==> src/adcl_pkg.sv <==
// Shared types, widths and constant tables of the ladder DIP decoder.
// Used by the controller, the datapath and the top level. No dependencies.
package adcl_pkg;

    localparam int SAMPLE_W   = 12;
    localparam int SUM_W      = 20;
    localparam int COUNT_W    = 8;
    localparam int TAKEN_W    = COUNT_W + 1;
    localparam int CODE_W     = 4;
    localparam int LEVEL_W    = 12;
    localparam int TABLE_SIZE = 16;
    localparam int IDX_W      = $clog2(TABLE_SIZE);
    localparam int DIV_STEPS  = SUM_W;
    localparam int STEP_W     = $clog2(DIV_STEPS);

    localparam logic [COUNT_W-1:0] COUNT_RESET = 8'd100;

    localparam int DEF_LEVEL_COUNT = 16;
    localparam int DEF_SAMPLE_BITS = 12;

    // Commands from the controller to the datapath.
    typedef struct packed {
        logic accumulate;
        logic div_step;
        logic search_step;
        logic load_out;
    } adcl_cmd_t;

    // Status from the datapath to the controller.
    typedef struct packed {
        logic decode_due;
        logic div_last;
        logic search_last;
    } adcl_status_t;

    // Ideal ladder voltage of each rank, in converter counts.
    function automatic logic [LEVEL_W-1:0] ideal_level(input logic [IDX_W-1:0] idx);
        logic [LEVEL_W-1:0] lvl;
        case (idx)
            4'd0:    lvl = 12'd4095;
            4'd1:    lvl = 12'd3723;
            4'd2:    lvl = 12'd3374;
            4'd3:    lvl = 12'd3117;
            4'd4:    lvl = 12'd2786;
            4'd5:    lvl = 12'd2608;
            4'd6:    lvl = 12'd2432;
            4'd7:    lvl = 12'd2296;
            4'd8:    lvl = 12'd2048;
            4'd9:    lvl = 12'd1950;
            4'd10:   lvl = 12'd1850;
            4'd11:   lvl = 12'd1770;
            4'd12:   lvl = 12'd1658;
            4'd13:   lvl = 12'd1593;
            4'd14:   lvl = 12'd1526;
            4'd15:   lvl = 12'd1471;
            default: lvl = 12'd0;
        endcase
        return lvl;
    endfunction

    // Switch setting of each rank, bit 3 down to bit 0 as B3..B0.
    function automatic logic [CODE_W-1:0] rank_to_code(input logic [IDX_W-1:0] idx);
        logic [CODE_W-1:0] code;
        case (idx)
            4'd0:    code = 4'h0;
            4'd1:    code = 4'h8;
            4'd2:    code = 4'h4;
            4'd3:    code = 4'hC;
            4'd4:    code = 4'h2;
            4'd5:    code = 4'hA;
            4'd6:    code = 4'h6;
            4'd7:    code = 4'hE;
            4'd8:    code = 4'h1;
            4'd9:    code = 4'h9;
            4'd10:   code = 4'h5;
            4'd11:   code = 4'hD;
            4'd12:   code = 4'h3;
            4'd13:   code = 4'hB;
            4'd14:   code = 4'h7;
            4'd15:   code = 4'hF;
            default: code = 4'h0;
        endcase
        return code;
    endfunction

endpackage

==> src/adcl_datapath.sv <==
// Datapath of the ladder DIP decoder: accumulator, restoring divider,
// nearest-level search and result registers. Depends on adcl_pkg.
module adcl_datapath
    import adcl_pkg::*;
#(
    parameter int LEVEL_COUNT = DEF_LEVEL_COUNT,
    parameter int SAMPLE_BITS = DEF_SAMPLE_BITS
)
(
    input  logic                clk,
    input  logic                rst_n,
    input  adcl_cmd_t           cmd,
    output adcl_status_t        status,
    input  logic                cfg_we,
    input  logic [COUNT_W-1:0]  cfg_count,
    input  logic [SAMPLE_W-1:0] adc_sample,
    output logic [CODE_W-1:0]   switch_code,
    output logic [SAMPLE_W-1:0] averaged_level,
    output logic [LEVEL_W-1:0]  match_error
);

    localparam int USED_BITS = (SAMPLE_BITS < SAMPLE_W) ? SAMPLE_BITS : SAMPLE_W;
    localparam logic [SAMPLE_W-1:0] SAMPLE_MASK =
        SAMPLE_W'((33'd1 << USED_BITS) - 33'd1);
    localparam int SEARCH_LEN = (LEVEL_COUNT < TABLE_SIZE) ? LEVEL_COUNT : TABLE_SIZE;
    localparam logic [IDX_W-1:0]  SEARCH_LAST = IDX_W'(SEARCH_LEN - 1);
    localparam logic [STEP_W-1:0] STEP_LAST   = STEP_W'(DIV_STEPS - 1);

    logic [SUM_W-1:0]   sum_reg, sum_next;
    logic [COUNT_W-1:0] cnt_reg, cnt_next;
    logic [COUNT_W-1:0] count_reg, count_next;
    logic [STEP_W-1:0]  step_reg, step_next;
    logic [IDX_W-1:0]   idx_reg, idx_next;

    logic [TAKEN_W-1:0] divisor_reg, divisor_next;
    logic [TAKEN_W-1:0] rem_reg, rem_next;
    logic [SUM_W-1:0]   quo_reg, quo_next;
    logic [SUM_W-1:0]   best_err_reg, best_err_next;
    logic [IDX_W-1:0]   best_idx_reg, best_idx_next;
    logic [CODE_W-1:0]  code_reg, code_next;
    logic [SAMPLE_W-1:0] avg_reg, avg_next;
    logic [LEVEL_W-1:0] err_reg, err_next;

    logic [SUM_W-1:0]   sum_add;
    logic [TAKEN_W-1:0] taken;
    logic [TAKEN_W:0]   rem_shift;
    logic               rem_ge;
    logic [SUM_W-1:0]   level_ext;
    logic [SUM_W-1:0]   cur_err;
    logic               take_new;

    assign sum_add = sum_reg + SUM_W'(adc_sample & SAMPLE_MASK);
    assign taken   = {1'b0, cnt_reg} + TAKEN_W'(1);

    assign rem_shift = {rem_reg, quo_reg[SUM_W-1]};
    assign rem_ge    = (rem_shift >= {1'b0, divisor_reg});

    assign level_ext = SUM_W'(ideal_level(idx_reg));
    assign cur_err   = (quo_reg >= level_ext) ? (quo_reg - level_ext)
                                              : (level_ext - quo_reg);
    // Strict compare keeps the lowest rank on a tie.
    assign take_new  = (idx_reg == '0) || (cur_err < best_err_reg);

    assign status.decode_due  = (taken >= {1'b0, count_reg});
    assign status.div_last    = (step_reg == STEP_LAST);
    assign status.search_last = (idx_reg == SEARCH_LAST);

    always_comb
    begin
        sum_next      = sum_reg;
        cnt_next      = cnt_reg;
        count_next    = cfg_we ? cfg_count : count_reg;
        step_next     = step_reg;
        idx_next      = idx_reg;
        divisor_next  = divisor_reg;
        rem_next      = rem_reg;
        quo_next      = quo_reg;
        best_err_next = best_err_reg;
        best_idx_next = best_idx_reg;
        code_next     = code_reg;
        avg_next      = avg_reg;
        err_next      = err_reg;

        if (cmd.accumulate)
        begin
            if (status.decode_due)
            begin
                sum_next     = '0;
                cnt_next     = '0;
                divisor_next = taken;
                quo_next     = sum_add;
                rem_next     = '0;
                step_next    = '0;
                idx_next     = '0;
            end
            else
            begin
                sum_next = sum_add;
                cnt_next = taken[COUNT_W-1:0];
            end
        end

        if (cmd.div_step)
        begin
            rem_next  = rem_ge ? TAKEN_W'(rem_shift - {1'b0, divisor_reg})
                               : rem_shift[TAKEN_W-1:0];
            quo_next  = {quo_reg[SUM_W-2:0], rem_ge};
            step_next = step_reg + STEP_W'(1);
        end

        if (cmd.search_step)
        begin
            if (take_new)
            begin
                best_err_next = cur_err;
                best_idx_next = idx_reg;
            end
            idx_next = idx_reg + IDX_W'(1);
        end

        if (cmd.load_out)
        begin
            code_next = rank_to_code(best_idx_reg);
            avg_next  = quo_reg[SAMPLE_W-1:0];
            err_next  = best_err_reg[LEVEL_W-1:0];
        end
    end

    always_ff @(posedge clk or negedge rst_n)
    begin
        if (!rst_n)
        begin
            sum_reg   <= '0;
            cnt_reg   <= '0;
            count_reg <= COUNT_RESET;
            step_reg  <= '0;
            idx_reg   <= '0;
        end
        else
        begin
            sum_reg   <= sum_next;
            cnt_reg   <= cnt_next;
            count_reg <= count_next;
            step_reg  <= step_next;
            idx_reg   <= idx_next;
        end
    end

    always_ff @(posedge clk)
    begin
        divisor_reg  <= divisor_next;
        rem_reg      <= rem_next;
        quo_reg      <= quo_next;
        best_err_reg <= best_err_next;
        best_idx_reg <= best_idx_next;
        code_reg     <= code_next;
        avg_reg      <= avg_next;
        err_reg      <= err_next;
    end

    assign switch_code    = code_reg;
    assign averaged_level = avg_reg;
    assign match_error    = err_reg;

endmodule

==> src/adcl_ctrl.sv <==
// Controller of the ladder DIP decoder: sequences accumulate, divide,
// search and result hand-off, and owns the handshakes. Depends on adcl_pkg.
module adcl_ctrl
    import adcl_pkg::*;
(
    input  logic         clk,
    input  logic         rst_n,
    input  logic         in_valid,
    output logic         in_ready,
    output logic         out_valid,
    input  logic         out_ready,
    input  adcl_status_t status,
    output adcl_cmd_t    cmd
);

    typedef enum logic [3:0] {
        S_IDLE   = 4'b0001,
        S_DIV    = 4'b0010,
        S_SEARCH = 4'b0100,
        S_OUT    = 4'b1000
    } state_t;

    state_t state_reg, state_next;
    logic   out_valid_reg, out_valid_next;
    logic   out_free;

    assign out_free = !out_valid_reg || out_ready;
    assign in_ready = (state_reg == S_IDLE);

    always_comb
    begin
        state_next      = state_reg;
        cmd.accumulate  = 1'b0;
        cmd.div_step    = 1'b0;
        cmd.search_step = 1'b0;
        cmd.load_out    = 1'b0;
        case (state_reg)
            S_IDLE:
            begin
                if (in_valid)
                begin
                    cmd.accumulate = 1'b1;
                    if (status.decode_due)
                    begin
                        state_next = S_DIV;
                    end
                end
            end
            S_DIV:
            begin
                cmd.div_step = 1'b1;
                if (status.div_last)
                begin
                    state_next = S_SEARCH;
                end
            end
            S_SEARCH:
            begin
                cmd.search_step = 1'b1;
                if (status.search_last)
                begin
                    state_next = S_OUT;
                end
            end
            S_OUT:
            begin
                if (out_free)
                begin
                    cmd.load_out = 1'b1;
                    state_next   = S_IDLE;
                end
            end
            default:
            begin
                state_next = S_IDLE;
            end
        endcase
    end

    always_comb
    begin
        if (cmd.load_out)
        begin
            out_valid_next = 1'b1;
        end
        else if (out_ready)
        begin
            out_valid_next = 1'b0;
        end
        else
        begin
            out_valid_next = out_valid_reg;
        end
    end

    always_ff @(posedge clk or negedge rst_n)
    begin
        if (!rst_n)
        begin
            state_reg     <= S_IDLE;
            out_valid_reg <= 1'b0;
        end
        else
        begin
            state_reg     <= state_next;
            out_valid_reg <= out_valid_next;
        end
    end

    assign out_valid = out_valid_reg;

    // A new result is never written over one that is still waiting.
    a_no_overwrite: assert property (@(posedge clk) disable iff (!rst_n)
        cmd.load_out |-> (!out_valid_reg || out_ready))
        else $error("result register loaded while a result was pending");

    // A sample that completes the average starts the divider next cycle.
    a_decode_starts: assert property (@(posedge clk) disable iff (!rst_n)
        (cmd.accumulate && status.decode_due) |=> (state_reg == S_DIV))
        else $error("decode did not start the divider");

    // The search follows right after the last divide step.
    a_div_to_search: assert property (@(posedge clk) disable iff (!rst_n)
        (state_reg == S_DIV && status.div_last) |=> (state_reg == S_SEARCH))
        else $error("search did not follow the divider");

endmodule

==> src/adc_ladder_dip_decoder_top.sv <==
// Top level of the resistor-ladder DIP switch decoder.
// Instantiates adcl_ctrl and adcl_datapath; depends on adcl_pkg.
//
// Usage:
//   Converter samples arrive on the input channel (in_valid, in_ready,
//   adc_sample). Each transaction adds one sample to a 20-bit running sum.
//   When the number of samples set by averaging_count has been collected,
//   the block divides the sum by that count, finds the nearest of the fixed
//   ladder levels (lowest rank wins a tie) and emits one transaction on the
//   output channel (out_valid, out_ready, switch_code, averaged_level,
//   match_error). A count of zero behaves like one.
//   A sample that does not complete an average is taken and leaves the block idle, so
//   in_ready is high again on the next cycle. A completing sample starts a
//   decode: a one-bit-per-cycle restoring divider, a search over the
//   ladder levels (16 with the default table), and the load of the result
//   register, after which out_valid rises.
//   in_ready stays low during a decode.
//   If the receiver stalls, the result stays in its register and the block
//   keeps accepting samples; only a following decode waits for the register
//   to drain before it loads its result.
//   The configuration channel (cfg_valid, cfg_ready, averaging_count) is
//   always ready and writes the count; write it only while the block is idle.
//   Reset clears the sum and the sample counter, drops out_valid and sets
//   the count to 100.
module adc_ladder_dip_decoder_top
    import adcl_pkg::*;
#(
    parameter int LEVEL_COUNT = DEF_LEVEL_COUNT,
    parameter int SAMPLE_BITS = DEF_SAMPLE_BITS
)
(
    input  logic                clk,
    input  logic                rst_n,
    input  logic                in_valid,
    output logic                in_ready,
    input  logic [SAMPLE_W-1:0] adc_sample,
    output logic                out_valid,
    input  logic                out_ready,
    output logic [CODE_W-1:0]   switch_code,
    output logic [SAMPLE_W-1:0] averaged_level,
    output logic [LEVEL_W-1:0]  match_error,
    input  logic                cfg_valid,
    output logic                cfg_ready,
    input  logic [COUNT_W-1:0]  averaging_count
);

    adcl_cmd_t    cmd;
    adcl_status_t status;

    // The count register takes a write in any cycle.
    assign cfg_ready = 1'b1;

    adcl_ctrl u_ctrl (
        .clk       (clk),
        .rst_n     (rst_n),
        .in_valid  (in_valid),
        .in_ready  (in_ready),
        .out_valid (out_valid),
        .out_ready (out_ready),
        .status    (status),
        .cmd       (cmd)
    );

    adcl_datapath #(
        .LEVEL_COUNT (LEVEL_COUNT),
        .SAMPLE_BITS (SAMPLE_BITS)
    ) u_datapath (
        .clk            (clk),
        .rst_n          (rst_n),
        .cmd            (cmd),
        .status         (status),
        .cfg_we         (cfg_valid & cfg_ready),
        .cfg_count      (averaging_count),
        .adc_sample     (adc_sample),
        .switch_code    (switch_code),
        .averaged_level (averaged_level),
        .match_error    (match_error)
    );

endmodule
==> config.mk <==
export PLATFORM = sky130hd
export DESIGN_NAME = adc_ladder_dip_decoder_top
export DESIGN_NICKNAME = d
export VERILOG_FILES = /design/src/adcl_pkg.sv /design/src/adcl_datapath.sv /design/src/adcl_ctrl.sv /design/src/adc_ladder_dip_decoder_top.sv
export SDC_FILE = /design/constraint.sdc
export NUM_CORES = 1
export LEC_CHECK = 0
export BUFFER_PORTS_ARGS = -buffer_cell sky130_fd_sc_hd__buf_2
export CORE_ASPECT_RATIO = 1.2
export CORE_UTILIZATION = 30
export CTS_CLUSTER_SIZE = 8
export DETAILED_ROUTE_END_ITERATION = 10
export PLACE_DENSITY = 0.42
export SETUP_SLACK_MARGIN = 0.15
export SYNTH_ARGS = -nofsm -noshare
export SYNTH_HDL_FRONTEND = slang
export SYNTH_SLANG_ARGS = --single-unit
==> constraint.sdc <==
create_clock -name clk -period 8.7 [get_ports clk]
set_clock_uncertainty 0.15 [all_clocks]
set_input_delay 0.87 -clock clk [delete_from_list [all_inputs] [get_ports clk]]
set_output_delay 0.87 -clock clk [all_outputs]
set_load 0.1 [all_outputs]
==> metrics.yaml, run 1 <==
cts_tree: "done"
min_period_ns: 6.48
finalSetupViolations: 0
yosysSeqAreaShare_pct: 46.4
power.share.clock_pct: 21.7
hold_viol: 0
synth-seq-cells: 140
min_to: "u_datapath.switch_code[1]"
top_layer: "met4"
start_util_pct: 30.6
path_cells: "inv_1 > ha_1 > nor2b_1 > o21ai_0 > o21ai_0 > fa_1 > o21ai_1 > a221oi_2 > o21ai_1 > a211o_1 > o2111ai_1 > o21ai_1 > xor2_1 > ha_1 > a21o_1 > a211o_1 > a211oi_1 > o21ai_0 > a21oi_2 > buf_4"
cp.arrival_ns: 6.44
dp_slack_ns: 2.15
die_w_microns: 156
cts-htree-levels: 4
clkSlewWorstSetupHoldPaths_ns: 0.06
rows: 67
r2r_setup_slack_ns: 2.22
die_h_microns: 187
worst_setup_path_start_kind: "register"
grt_max_degree: 51
setup.worst_path.class: "reg2reg"
drt_iter0_markers: 309
post_cts_buffers: 0
syn-cell-area_sq_mm: 0.00853
ir_drop_uv: 138
grt_pass1_vias: 6157
ant_nets: 0
cp_top_family: "compound AO/OA/AOI/OAI gates"
holdPathStages: 0
switching_power_mw: 1.43
synth-main-ff-cell: "edfxtp_1"
reg2reg_from: "u_datapath.idx_reg[0]"
cpPeakStageDelay_ns: 0.64
reg2regPathDepth: 20
rr_endpoint: "u_datapath.best_err_reg[6]"
dieArea_sq_mm: 0.0291
slew_headroom_pct: 46.0
hold_path.class: "reg2reg"
rsz0062_at_grt: "false"
cp.required_ns: 8.66
p_leak_nw: 4.28
yosysWarnings: 0
core_area_sq_mm: 0.0279
crit_slowest_cell: "a211o_1"
fmax_mhz: 154
wl_per_cell_microns: 15.4
synthDistinctLibCells: 60
dr_wl_met3_microns: 389
drive_gt1_share_pct: 12.1
totalNegativeSetupSlack_ns: 0
num_antenna_cells: 0
layout_setup_ws_ns: 2.22
netlist_instances: 847
swShare_pct: 42.6
cp-end-kind: "register"
holdBufCountCts: 0
insertion_delay_ns: 0.44
hp-start: "u_datapath.best_idx_reg[2]"
ctsRootBufferMaster: "clkbuf_16"
numCtsBuffers: 17
power_density_mw_per_mm2: 344
tightest_slew_ns: 0.811
gr-total-overflow: 0
drv_slew: 0
grt_pass1_wl_microns: 32700
avgSynthCellArea_sq_um: 10.1
path_buf_inv: 2
combPwrFrac_pct: 48.6
nNetsFinal: 1013
syn2layout_area_growth_pct: 14.9
dpl.hpwl_microns: 14800
dr.pass1.iters: 6
crit_start: "u_datapath.idx_reg[0]"
via_per_inst: 4.70
place.gp.congestion: 0.812
clk_path_buf_depth: 2
utilization_pct: 35.1
async_reset_ff_share_pct: 35.7
drt-met1-wl_microns: 9420
ctsResizeCount: 0
path_max_fanout: 21
p_int_mw: 1.94
synth_edf_count: 90
status: "complete, no violations"
drc: 0
maxCapViolCount: 0
port-buffer-count: 54
io_pins: 56
antenna_found_initial: 0
routed_wl_microns: 19900
grtUsageTotal_pct: 14.6
vias: 6074
fin_crit_sh_pct: 74.5
cts.sinks: 140
met2_wirelength_microns: 9760
syn-num-nets: 959
seq_power_share_pct: 29.6
[placed cells by master, fill, tap and decap left out, drive strengths merged, types with 18 or more instances in the layout]
cell     n
inv     97
o21ai   91
edfxtp  90
ha      83
nand2   82
buf     62
a21oi   49
dfrtp   46
nor2    39
xor2    29
a21o    27
xnor2   22
nand3   20
clkbuf  18
[how the worst max path moves through the flow]
stage | endpoint | slack (ns) | cells after the start
global placement | u_datapath.best_err_reg[0] | 2.31 | 20
floorplan | u_datapath.best_err_reg[0] | 2.68 | 21
global route | u_datapath.best_err_reg[6] | 1.54 | 20
CTS | u_datapath.best_err_reg[6] | 2.13 | 20
detailed placement | u_datapath.best_err_reg[0] | 2.15 | 20
finish | u_datapath.best_err_reg[6] | 2.22 | 20
[area by class of cell]
type,instances,area [sq um]
fill,2869,18100
clock inverter,14,135
inverter,84,315
tap,379,474
timing repair buffer,62,330
clock buffer,18,450
sequential,140,3960
multi-input combinational,596,4140
[metrics by stage]
| stage | power [mW] | cells | instance area, sq um | hold slack [ns] |
|---|---|---|---|---|
| 2_1_floorplan | 2.23 | 847 | 8530 | 0.250 |
| 3_3_place_gp | 2.67 | 1261 | 9220 | 0.282 |
| 3_5_place_dp | 2.67 | 1261 | 9220 | 0.284 |
| 4_1_cts | 3.42 | 1293 | 9810 | 0.299 |
| 5_1_grt | 3.69 | 1293 | 9810 | 0.308 |
| 6_report | 3.37 | 1293 | 9810 | 0.293 |
[Yosys cell counts, drive strengths merged, types with 5 or more instances]
master,n,area (sq um)
nor3,10,50.1
nand2,82,308
dfrtp,46,1150
and2,8,50.1
mux2i,10,100
nand4,9,56.3
o21ai,91,455
clkbuf,17,63.8
a21o,27,203
a21oi,49,245
and3,8,55.1
a211oi,9,67.6
nand2b,8,50.1
buf,10,62.6
edfxtp,90,2700
o31ai,13,97.6
xor2,29,254
nor2b,13,81.3
inv,84,315
a31oi,10,62.6
a22o,5,43.8
nand3,20,100
nor2,39,146
ha,83,1040
xnor2,22,193
[power groups by stage]
stage,Sequential (mW),Combinational [mW],Clock (mW)
final,0.999,1.64,0.732
after detailed placement,1.01,1.65,0
after global routing,1.02,1.89,0.786
after global placement,1.01,1.66,0
after floorplan,0.954,1.27,0
after CTS,0.999,1.66,0.763
[layer usage]
layer | vias up | track usage [%]
li1 | 3130 | -
met1 | 2862 | 18.8
met2 | 67 | 24.2
met3 | 15 | 2.58
met4 | 0 | 5.35
met5 | - | 0
[cells by family (layout without fill, tap and decap cells)]
logic type | count (synthesis) | in the layout | synth area share (%)
xor+xnor | 51 | 51 | 5.23
flops | 140 | 140 | 46.4
other cells | 1 | 1 | 0.0439
fa+ha+maj | 87 | 87 | 13.1
compound gates | 232 | 232 | 16.7
mux | 11 | 11 | 1.31
simple gates | 214 | 214 | 12.1
buf+inv | 111 | 178 | 5.18
No activity file was read; power rests on OpenSTA's default activity.
==> run 2, diff against run 1 <==
Settings changed: PLACE_DENSITY 0.42 to 0.44.
Clock period 8.7 ns to 5.5 ns, I/O delays scaled along.
==> metrics.yaml, run 2 (synthesized netlist as in run 1, its figures left out) <==
swShare_pct: 40.0  # -2.5 points
hold_path.class: "in2async"
tightest_slew_ns: 0.803  # -0.00788 ns
port-buffer-count: 54  # unchanged
final_common_cell: "edfxtp_1"
cp_top_family: "compound AO/OA/AOI/OAI gates"
cpPeakStageDelay_ns: 0.47  # -0.17 ns
drive_gt1_share_pct: 18.6  # +6.4 points
path_max_fanout: 7  # -67%
multi_input_area_sq_mm: 0.00438  # +5.8%
num_antenna_cells: 0  # unchanged
crit_start: "u_datapath.idx_reg[0]"
dieArea_sq_mm: 0.0291  # unchanged
combPwrFrac_pct: 52.3  # +3.7 points
grt_max_degree: 51  # unchanged
design_area_sq_mm: 0.0104  # +6.2%
vias: 6235  # +2.7%
dr.pass1.iters: 4  # -2
p_leak_nw: 4.48  # +4.6%
antenna_found_initial: 0  # unchanged
power.share.clock_pct: 21.5  # -0.2 points
routed_wl_microns: 20200  # +1.3%
cp.required_ns: 5.49  # -3.17 ns
worst_setup_path_start_kind: "register"
p_int_mw: 3.55  # +83%
wl_per_cell_microns: 15.2  # -0.88%
status: "complete, no violations"
nNetsFinal: 1042  # +2.9%
start_util_pct: 30.6  # unchanged
drc: 0  # unchanged
finalSetupViolations: 0  # unchanged
clkSlewWorstSetupHoldPaths_ns: 0.06  # about the same
cp-end-kind: "register"
switching_power_mw: 2.37  # +65%
grtUsageTotal_pct: 14.4  # -0.13 points
crit_slowest_cell: "dfrtp_2"
power_density_mw_per_mm2: 568  # +65%
cp.arrival_ns: 5.14  # -1.30 ns
regArea_sq_mm: 0.00396  # about the same
place.gp.congestion: 0.818  # +0.78%
die_w_microns: 156  # unchanged
hold_viol: 0  # unchanged
placed_area_sq_mm: 0.00943  # +2.2%
ant_nets: 0  # unchanged
layout_setup_ws_ns: 0.351  # -1.86 ns
dp_slack_ns: -0.0514  # -2.20 ns
drt_iter0_markers: 275  # -11%
grt_pass1_wl_microns: 32400  # -1.1%
core_area_sq_mm: 0.0279  # unchanged
via_per_inst: 4.72  # +0.40%
dpl.hpwl_microns: 14900  # +0.83%
fillers: 2785  # -2.9%
numCtsBuffers: 17  # unchanged
die_h_microns: 187  # unchanged
final_cell_mix: "edfxtp_1, nand2_1, o21ai_0, inv_1, ha_1"
reg2reg_from: "u_datapath.idx_reg[0]"
setup.worst_path.class: "reg2reg"
holdBufCountCts: 0  # unchanged
maxCapViolCount: 0  # unchanged
io_pins: 56  # unchanged
path_buf_inv: 2  # unchanged
cts_tree: "done"
slew_headroom_pct: 46.5  # +0.53 points
fmax_mhz: 194  # +26%
min_period_ns: 5.15  # -1.34 ns
drv_slew: 0  # unchanged
cts-htree-levels: 4  # unchanged
rows: 67  # unchanged
ctsRootBufferMaster: "clkbuf_16"
rsz0062_at_grt: "false"
insertion_delay_ns: 0.43  # about the same
gr-total-overflow: 0  # unchanged
fin_crit_sh_pct: 93.6  # +19 points
grt_pass1_vias: 6093  # -1.0%
ir_drop_uv: 215  # +55%
syn2layout_area_growth_pct: 22.0
cts.sinks: 140  # unchanged
seq_power_share_pct: 26.2  # -3.4 points
path_cells: "inv_4 > ha_4 > nor2b_4 > a21o_1 > nor2_1 > a21oi_2 > ha_4 > and3_4 > a221oi_4 > o21ai_2 > a211o_1 > or3_4 > o21ai_2 > xor2_2 > ha_1 > a21o_1 > a211o_1 > a211oi_2 > o21ai_1 > a21oi_4 > clkbuf_16"
clk_path_buf_depth: 2  # unchanged
## run 2: cell types whose count changed in the layout (fill, tap and decap cells not counted), moves of 4 or more
cell	before	now
buf_4	8	30
ha_1	83	71
ha_4	0	9
inv_6	6	0
inv_8	6	0
inv_1	84	79
o21ai_0	85	80
clkinv_4	1	5
o21ai_2	0	4
## run 2: path summary, 6_finish.rpt
check / end / slack [ns] / cells past startpoint
worst max-delay path: u_datapath.best_idx_reg[2] / 0.35 / 21
min in group clk: u_datapath.count_reg[3] / 0.18 / 3
worst min register to register: u_datapath.switch_code[1] / 0.27 / 0
worst max register to register: u_datapath.best_idx_reg[2] / 0.35 / 21
worst min-delay path: u_datapath.count_reg[4] / 0.09 / 2
max in group asynchronous: u_datapath.idx_reg[2] / 4.57 / 2
## run 2: worst reg2reg max path, stage by stage, from the launching register on
cell	delay, ns
dfrtp_2	0.47
inv_4	0.11
ha_4	0.13
nor2b_4	0.16
a21o_1	0.10
nor2_1	0.04
a21oi_2	0.23
ha_4	0.27
and3_4	0.17
a221oi_4	0.30
o21ai_2	0.12
a211o_1	0.34
or3_4	0.40
o21ai_2	0.09
xor2_2	0.20
ha_1	0.28
a21o_1	0.16
a211o_1	0.29
a211oi_2	0.19
o21ai_1	0.14
a21oi_4	0.31
clkbuf_16	0.22
## run 2: metal layers
| layer | part of all wire (%) | vias up | global-route usage, % |
|---|---|---|---|
| met5 | 0 | - | 0 |
| li1 | - | 3196 | - |
| met4 | 1.2 | 0 | 4.79 |
| met1 | 47 | 2942 | 18.3 |
| met3 | 2.2 | 17 | 2.95 |
| met2 | 50 | 80 | 24.3 |
## run 2: layout make-up
cell class	instances	share of cell area, %
Tap cell	379	4.55
Inverter	84	3.08
Clock inverter	12	1.50
Sequential cell	140	38.0
Timing Repair Buffer	91	5.94
Clock buffer	20	4.81
Multi-Input combinational cell	596	42.1
## run 2: power groups by stage
stage / Combinational (mW) / Sequential, mW / Clock, mW
after floorplan: 2.02 / 1.51 / 0
after global placement: 2.80 / 1.56 / 0
after detailed placement: 2.79 / 1.56 / 0
after CTS: 2.81 / 1.54 / 1.32
after global routing: 3.49 / 1.57 / 1.35
final: 3.10 / 1.55 / 1.27
## run 2: metrics by stage
step	utilization [%]	instances	TNS, ns	hold slack, ns	total power [mW]
6_report	37.3	1322	0	0.0861	5.92
5_1_grt	37.3	1322	0	0.144	6.42
4_1_cts	36.2	1314	0	0.121	5.67
3_5_place_dp	33.8	1282	-1.01	0.263	4.34
3_3_place_gp	33.8	1282	0	0.255	4.36
2_1_floorplan	-	847	0	0.104	3.53
## run 2: what timing repair did
item	in CTS	in global routing
buffers inserted	0	7
gates cloned	0	1
pin swaps	0	14
setup endpoints to repair	24	24
hold endpoints to repair	0	0
gates resized for setup	5	51
